`config.mk`:
```
export PLATFORM = sky130hd
export DESIGN_NAME = tmw_front
export DESIGN_NICKNAME = d
export VERILOG_FILES = /design/src/sv/tmw_pkg.sv /design/src/sv/tmw_front.sv
export SDC_FILE = /design/constraint.sdc
export NUM_CORES = 1
export LEC_CHECK = 0
export CORE_MARGIN = 2
export CORE_UTILIZATION = 40
export DETAILED_ROUTE_END_ITERATION = 8
export DONT_BUFFER_PORTS = 1
export GPL_TIMING_DRIVEN = 0
export SLEW_MARGIN = 20
export SYNTH_ARGS = -nofsm -noshare
export SYNTH_HDL_FRONTEND = slang
export SYNTH_SLANG_ARGS = --single-unit
```
`constraint.sdc`:
```
create_clock -name clk -period 2.7 [get_ports clk]
set_clock_uncertainty 0.05 [all_clocks]
set_input_delay 0.54 -clock clk [delete_from_list [all_inputs] [get_ports clk]]
set_output_delay 0.54 -clock clk [all_outputs]
set_load 0.02 [all_outputs]
```
`src/sv/tmw_pkg.sv`:
```
// Shared constants, item codes and the queue item type of the text-mode terminal writer.
package tmw_pkg;

  localparam int COLUMNS    = 80;
  localparam int ROWS       = 25;
  localparam int CELL_COUNT = ROWS * COLUMNS;

  localparam int ROW_W   = 5;
  localparam int COL_W   = 7;
  localparam int CHAR_W  = 8;
  localparam int ATTR_W  = 8;
  localparam int CELL_W  = 16;
  localparam int FILL_W  = $clog2(COLUMNS + 1);
  localparam int ADDR_W  = $clog2(CELL_COUNT);

  localparam int QUEUE_DEPTH = 2;
  localparam int QPTR_W      = (QUEUE_DEPTH > 1) ? $clog2(QUEUE_DEPTH) : 1;
  localparam int QCNT_W      = $clog2(QUEUE_DEPTH + 1);

  localparam logic [CELL_W-1:0] BLANK_CELL   = 16'h0720;
  localparam logic [CHAR_W-1:0] NEWLINE_CODE = 8'd10;
  localparam logic [ATTR_W-1:0] COLOR_RESET  = 8'h07;

  // Request kinds decided by the front end.
  localparam logic [1:0] KIND_PUT     = 2'd0;
  localparam logic [1:0] KIND_NEWLINE = 2'd1;
  localparam logic [1:0] KIND_READ    = 2'd2;

  typedef struct packed {
    logic [1:0]        kind;
    logic [CHAR_W-1:0] char_code;
    logic [ROW_W-1:0]  rd_row;
    logic [COL_W-1:0]  rd_col;
    logic              rd_in_range;
  } tmw_item_t;

endpackage

```
`src/sv/tmw_front.sv`:
```
// Front end: accepts requests, classifies them and holds them in a short queue.
module tmw_front (
  input  logic                        clk,
  input  logic                        rst_n,
  input  logic                        start,
  input  logic                        in_operation,
  input  logic [tmw_pkg::CHAR_W-1:0]  in_char_code,
  input  logic [tmw_pkg::ROW_W-1:0]   in_read_row,
  input  logic [tmw_pkg::COL_W-1:0]   in_read_col,
  output logic                        busy,
  output logic                        head_valid,
  output tmw_pkg::tmw_item_t          head,
  input  logic                        pop
);
  import tmw_pkg::*;

  tmw_item_t           q_r [QUEUE_DEPTH];
  logic [QPTR_W-1:0]   wr_ptr_r, wr_ptr_nxt;
  logic [QPTR_W-1:0]   rd_ptr_r, rd_ptr_nxt;
  logic [QCNT_W-1:0]   count_r, count_nxt;
  tmw_item_t           item;
  logic                push;
  logic                in_range;

  assign busy       = (count_r == QCNT_W'(QUEUE_DEPTH));
  assign head_valid = (count_r != '0);
  assign head       = q_r[rd_ptr_r];
  assign push       = start && !busy;

  always_comb begin
    in_range = (32'(in_read_row) < ROWS) && (32'(in_read_col) < COLUMNS);
    if (in_operation) begin
      item.kind = KIND_READ;
    end else if (in_char_code == NEWLINE_CODE) begin
      item.kind = KIND_NEWLINE;
    end else begin
      item.kind = KIND_PUT;
    end
    item.char_code   = in_char_code;
    // Out-of-range reads carry a zero address so that later indexing stays inside the screen.
    item.rd_row      = in_range ? in_read_row : '0;
    item.rd_col      = in_range ? in_read_col : '0;
    item.rd_in_range = in_range;
  end

  always_comb begin
    wr_ptr_nxt = wr_ptr_r;
    rd_ptr_nxt = rd_ptr_r;
    count_nxt  = count_r;
    if (push) begin
      wr_ptr_nxt = (32'(wr_ptr_r) == QUEUE_DEPTH - 1) ? '0 : wr_ptr_r + 1'b1;
    end
    if (pop) begin
      rd_ptr_nxt = (32'(rd_ptr_r) == QUEUE_DEPTH - 1) ? '0 : rd_ptr_r + 1'b1;
    end
    if (push && !pop) begin
      count_nxt = count_r + 1'b1;
    end else if (pop && !push) begin
      count_nxt = count_r - 1'b1;
    end
  end

  always_ff @(posedge clk) begin
    if (!rst_n) begin
      wr_ptr_r <= '0;
      rd_ptr_r <= '0;
      count_r  <= '0;
    end else begin
      wr_ptr_r <= wr_ptr_nxt;
      rd_ptr_r <= rd_ptr_nxt;
      count_r  <= count_nxt;
    end
  end

  always_ff @(posedge clk) begin
    if (push) begin
      q_r[wr_ptr_r] <= item;
    end
  end

endmodule

```
==> metrics, run 1 <==
initial core utilization 0.4222; Worst Path Class, Setup flop to output port; IO Port Bufs 0; CTS Buf Count 5; clk buf depth 2; CP max FO 10; latest clock arrival within the worst-skew pair 0.30 ns; number of vias per cell 4.974; WHS Path Cells 0; Post-DP HPWL 2348 um; Ports 50; Syn Nets 141; Slew @ Worst Pin 0.6141 ns; critical path startpoint category flop; worst vdd rail ir drop 0.3983 mV; crit path DAT 1.44 ns; area occupied by multi-input gates 514.2 um2; flops & latches, synth 51; final net count 149; initial antenna violation count 0; Iter 0 DRT Violations 64; CTS tree built; Die Ht 75.08 um; Hold Vio Cnt, Final 0; Detail Route Antenna Nets 0; Finished Layout Cells 191; final wirelength 3281 um; Overall Power 1677 uW; P&R area growth vs syn 9.226%; setup slack after layout 0.6735 ns; final worst-path cycle share 0.7505; Rows 25; hold slack final 0.2826 ns; FF/Latch Area 1481 um2; FMAX 493.5 MHz; drt pass-1 iters 4; status finished, final reports clean; share of cells above drive strength 1 0.2984; vias 950; static leakage power 0.0007435 uW; Clk pin slew, worst setup/hold paths 0.09 ns; die width 75.08 um; DR WL/cell 17.18 um; Finish-stage setup viols 0; Setup crit end kind output port; GR met3 Demand/Resource 0.04016; post-synthesis cell count 115; GR Layer Usage met1 0.1499; most common cell after layout, fill and taps aside edfxtp_1; Worst R2R Path Depth 4; HP Class input pin to flop; GR Overflow Total 0; DIE AREA 5636 um2; clk sink count 51; core area 4786 um2; pwr dens 760.0 nW/um2; GRT Max-Usage Layer met2; TNS Setup 0 ns; pin count of the biggest net entering global routing 24; GRT Util Overall 0.1225; most frequent cells in the layout edfxtp_1 (46), mux2_2 (23), and2_1 (13); met2 Use GR 0.1901; register area share after synthesis 0.7331; Synth cell types 27; ant diodes 0; Critical Path RT 2.11 ns; Max-slew headroom 0.5893; routability cong. 0.7012; Syn Area/Cell 17.57 um2; Synth Warn # 0; synthesized area 2021 um2; Post-Place Cells 183; Max Cap Violations 0; first-pass GRT wire length 4871 um; Layout fillers 416; Hold Buf Count CTS 0; Resize count post-CTS 0; min Tclk post-route 2.026 ns; fin. max-slew vios 0; DRC 0; Post-CTS Setup Inserts 0; CTS H-tree lvls 2; RSZ-0062 raised after global routing no; root buffer cell clkbuf_8; Post-Place Worst Slack 0.7174 ns; vias in the first global route 981
## synth_stat cells (all sizes together)
cell	instances	share of area
a21boi	2	0.0074
nor2	2	0.0050
nor4b	1	0.0043
edfxtp	46	0.68
nor3b	2	0.0074
o311a	1	0.0050
o21ai	1	0.0025
and3	1	0.0031
or2	1	0.0031
dfxtp	5	0.050
xor2	2	0.0087
nand3b	1	0.0037
or3	1	0.0031
inv	3	0.0056
nand2b	1	0.0031
buf	3	0.011
xnor2	1	0.0043
nor4	1	0.0031
ha	1	0.0062
mux2	23	0.13
and2	13	0.040
nor3	1	0.0050
o21a	2	0.0074
## per-stage QoR
stage | utilization | instance area (um2)
2_1_floorplan | - | 2021
3_3_place_gp | 0.4397 | 2105
3_5_place_dp | 0.4442 | 2126
4_1_cts | 0.4609 | 2206
5_1_grt | 0.4612 | 2207
6_report | 0.4612 | 2207
## critical path: stages, from the launching register on
cell and delay (ns):
dfxtp_1 0.42, buf_2 0.29, mux2_2 0.43
## cell type report
class,instances,area share
Sequential cell,51,0.6712
Multi-Input combinational cell,58,0.2330
Tap cell,67,0.03798
Clock buffer,6,0.03288
Buffer,3,0.009637
Timing Repair Buffer,1,0.006803
Inverter,3,0.005102
Clock inverter,2,0.003401
## final timing paths
| kind | startpoint | end | slack [ns] |
|---|---|---|---|
| setup / recovery | flop | head[8] | 0.67 |
| hold / removal | in_char_code[4] | q_r[1][17]$_DFFE_PP_ | 0.28 |
| setup reg to reg | count_r[0]$_SDFFE_PN0P_ | q_r[0][8]$_DFFE_PP_ | 0.91 |
| hold reg to reg | count_r[1]$_SDFFE_PN0P_ | count_r[1]$_SDFFE_PN0P_ | 0.47 |
## cells by family after synthesis
family,count (synthesis),synth area share
buffers and inverters,6,0.01610
AOI/OAI and AO/OA,6,0.02229
DFF,51,0.7331
xor gates and xnor gates,3,0.01301
and+or+nand+nor,25,0.08113
adders and majority gates,1,0.006191
muxes,23,0.1282
## power by group
group	total [uW]	internal, uW	switching [uW]	leakage [uW]
clock	400	177	223	0.0000403
combinational	293	102	191	0.000225
sequential	984	958	26.3	0.000478
total	1680	1240	440	0.000743
## layer usage
metal	up-vias	routed length (um)
li1	446	-
met1	467	1341
met2	30	1651
met3	7	219
met4	0	69
met5	-	0
## sequential cells by signal (all words and copies together) (netlist names), named ones only
| name | count |
|---|---|
| q_r | 46 |
| count_r | 2 |
| rd_ptr_r | 1 |
| wr_ptr_r | 1 |
Power figures use the tool's default switching activity.
==> inputs of run 2 (changes only) <==
--- a/config.mk
+++ b/config.mk
@@ -5,6 +5,7 @@
 export SDC_FILE = /design/constraint.sdc
 export NUM_CORES = 1
 export LEC_CHECK = 0
+export ABC_AREA = 1
 export CORE_MARGIN = 2
 export CORE_UTILIZATION = 40
 export DETAILED_ROUTE_END_ITERATION = 8
==> constraint.sdc (replaced) <==
create_clock -name clk -period 1.91 [get_ports clk]
set_clock_uncertainty 0.05 [all_clocks]
set_input_delay 0.382 -clock clk [delete_from_list [all_inputs] [get_ports clk]]
set_output_delay 0.382 -clock clk [all_outputs]
set_load 0.02 [all_outputs]
==> run 2 against run 1 <==
Final cell count rose by 17%. Setup slack got worse by 0.57 ns. First-iteration DRC count fell by 22%. Critical path depth did not move. Via count rose by 13%. Area after synthesis rose by 2.4%. Largest cell class unchanged.
==> metrics, run 2 <==
Detail Route Antenna Nets 0; clk buf depth 2; flops & latches, synth 51; RSZ-0062 raised after global routing no; min Tclk post-route 1.804 ns; Post-DP HPWL 2366 um; Post-CTS Setup Inserts 0; Synth Warn # 0; CP max FO 10; Synth area leaders edfxtp_1 (67%), mux2_2 (13%), dfxtp_1 (4.8%); static leakage power 0.0008494 uW; GR Overflow Total 0; Max Cap Violations 0; final wirelength 3356 um; core area 5042 um2; Slew @ Worst Pin 0.6875 ns; post-synthesis cell count 146; FMAX 554.4 MHz; Ports 50; status finished, final reports clean; Area after DPL 2172 um2; Synth cell types 16; Resize count post-CTS 0; top-area cell type share of the netlist area 0.6675; Setup crit end kind output port; initial core utilization 0.4104; Finish-stage setup viols 0; first-pass GRT wire length 5464 um; initial antenna violation count 0; top flop regs q_r: 46 flops, count_r: 2 flops; TNS Setup 0 ns; Clk pin slew, worst setup/hold paths 0.08 ns; share of cells above drive strength 1 0.2403; number of vias per cell 4.772; fin. max-slew vios 0; leading area contributor after synthesis edfxtp_1; asr flop ratio synth 0; DR WL/cell 14.98 um; DIE AREA 5765 um2; Syn Area/Cell 14.17 um2; GRT Util Overall 0.1245; HP Class input pin to flop; Finished Cell Area 2253 um2; final worst-path cycle share 0.9443; Hold Vio Cnt, Final 0; die width 75.93 um; synthesized area 2069 um2; Iter 0 DRT Violations 50; CTS tree built; Die Ht 75.93 um; clk sink count 51; Critical Path RT 1.48 ns; worst vdd rail ir drop 0.5626 mV; Syn Nets 172; drt pass-1 iters 4; P&R area growth vs syn 8.887%; register area share after synthesis 0.7158; Hold Buf Count CTS 0; DRC 0; most common cell after layout, fill and taps aside edfxtp_1; Largest Register q_r; Worst Path Class, Setup flop to output port; latest clock arrival within the worst-skew pair 0.29 ns; most frequent cell after synthesis edfxtp_1; vias in the first global route 1141; vias 1069; routability cong. 0.7240; root buffer cell clkbuf_8; pwr dens 1004 nW/um2; CTS H-tree lvls 2; top post-synthesis cells by count edfxtp_1 (46), inv_1 (24), mux2_2 (23), nor2_1 (23), nand2_1 (9); critical path startpoint category flop; IO Port Bufs 0; ant diodes 0; final net count 179; pin count of the biggest net entering global routing 24; CTS Buf Count 5; predominant post-synthesis flop cell edfxtp_1; max reg flops 46; most frequent cells in the layout edfxtp_1 (46), inv_1 (24), mux2_2 (23); crit path DAT 1.37 ns; Max-slew headroom 0.5406; Post-synth EDFFs 46; Rows 26
## run 2: changes by cell type after synthesis, moves of 2 or more
cell,previous run,this run
inv_1,2,24
nor2_1,1,23
and2_1,13,0
nand2_1,0,9
nand3_1,0,3
buf_2,2,0
nand4_1,0,2
nor3b_1,2,0
o21a_1,2,0
o21ai_2,0,2
xor2_1,2,0
## run 2: cells by family (layout without fill, tap and decap cells)
logic type / count (synthesis) / in the layout / share of synthesized area
AOI/OAI and AO/OA: 5 / 5 / 0.01572
adders and majority gates: 1 / 1 / 0.006045
buffers and inverters: 27 / 35 / 0.05804
DFF: 51 / 51 / 0.7158
muxes: 23 / 23 / 0.1252
and+or+nand+nor: 39 / 39 / 0.07920
## run 2: cell type report
cell class | instances | area [um2]
flip-flops and latches | 51 | 1481
clock buffers | 7 | 76.32
inverters | 24 | 90.09
well taps | 70 | 87.58
multi-input cells | 68 | 483.0
plain buffers | 3 | 30.03
clock inverters | 1 | 5.005
fillers | 472 | 2789
## run 2: path summary, 6_finish.rpt
path,from,to,slack [ns],cells after the start
setup / recovery,flop,head[0],0.11,2
hold / removal,in_char_code[5],q_r[1][18]$_DFFE_PP_,0.13,0
setup reg to reg,count_r[1]$_SDFFE_PN0P_,count_r[1]$_SDFFE_PN0P_,0.31,9
hold reg to reg,rd_ptr_r$_SDFFE_PN0P_,rd_ptr_r$_SDFFE_PN0P_,0.46,2
## run 2: critical path, cell delays in order, from the launching register on
cell	delay (ns)
dfxtp_1	0.47
buf_6	0.20
mux2_2	0.41
## run 2: per-layer routing
| metal | part of all wire | GRT usage | vias to the layer above |
|---|---|---|---|
| li1 | - | - | 514 |
| met1 | 0.38 | 0.1239 | 508 |
| met2 | 0.52 | 0.2268 | 43 |
| met3 | 0.088 | 0.05952 | 4 |
| met4 | 0.0083 | 0.04182 | 0 |
| met5 | 0 | 0 | - |
## run 2: per-stage QoR
step	total power, uW	hold slack, ns	instances	setup WS [ns]	utilization
2_1_floorplan	1655	0.4135	146	-0.001409	-
3_3_place_gp	1703	0.4265	216	-0.5418	0.4278
3_5_place_dp	1726	0.4310	216	0.3169	0.4308
4_1_cts	2294	0.1183	224	0.06389	0.4469
5_1_grt	2372	0.1063	224	0.008974	0.4469
6_report	2263	0.1318	224	0.1063	0.4469
## run 2: power by group
| group | internal [uW] | total, uW | switching, uW |
|---|---|---|---|
| logic | 99.4 | 332 | 233 |
| registers | 1330 | 1360 | 29.2 |
| clock network | 257 | 572 | 315 |
| total | 1690 | 2260 | 577 |
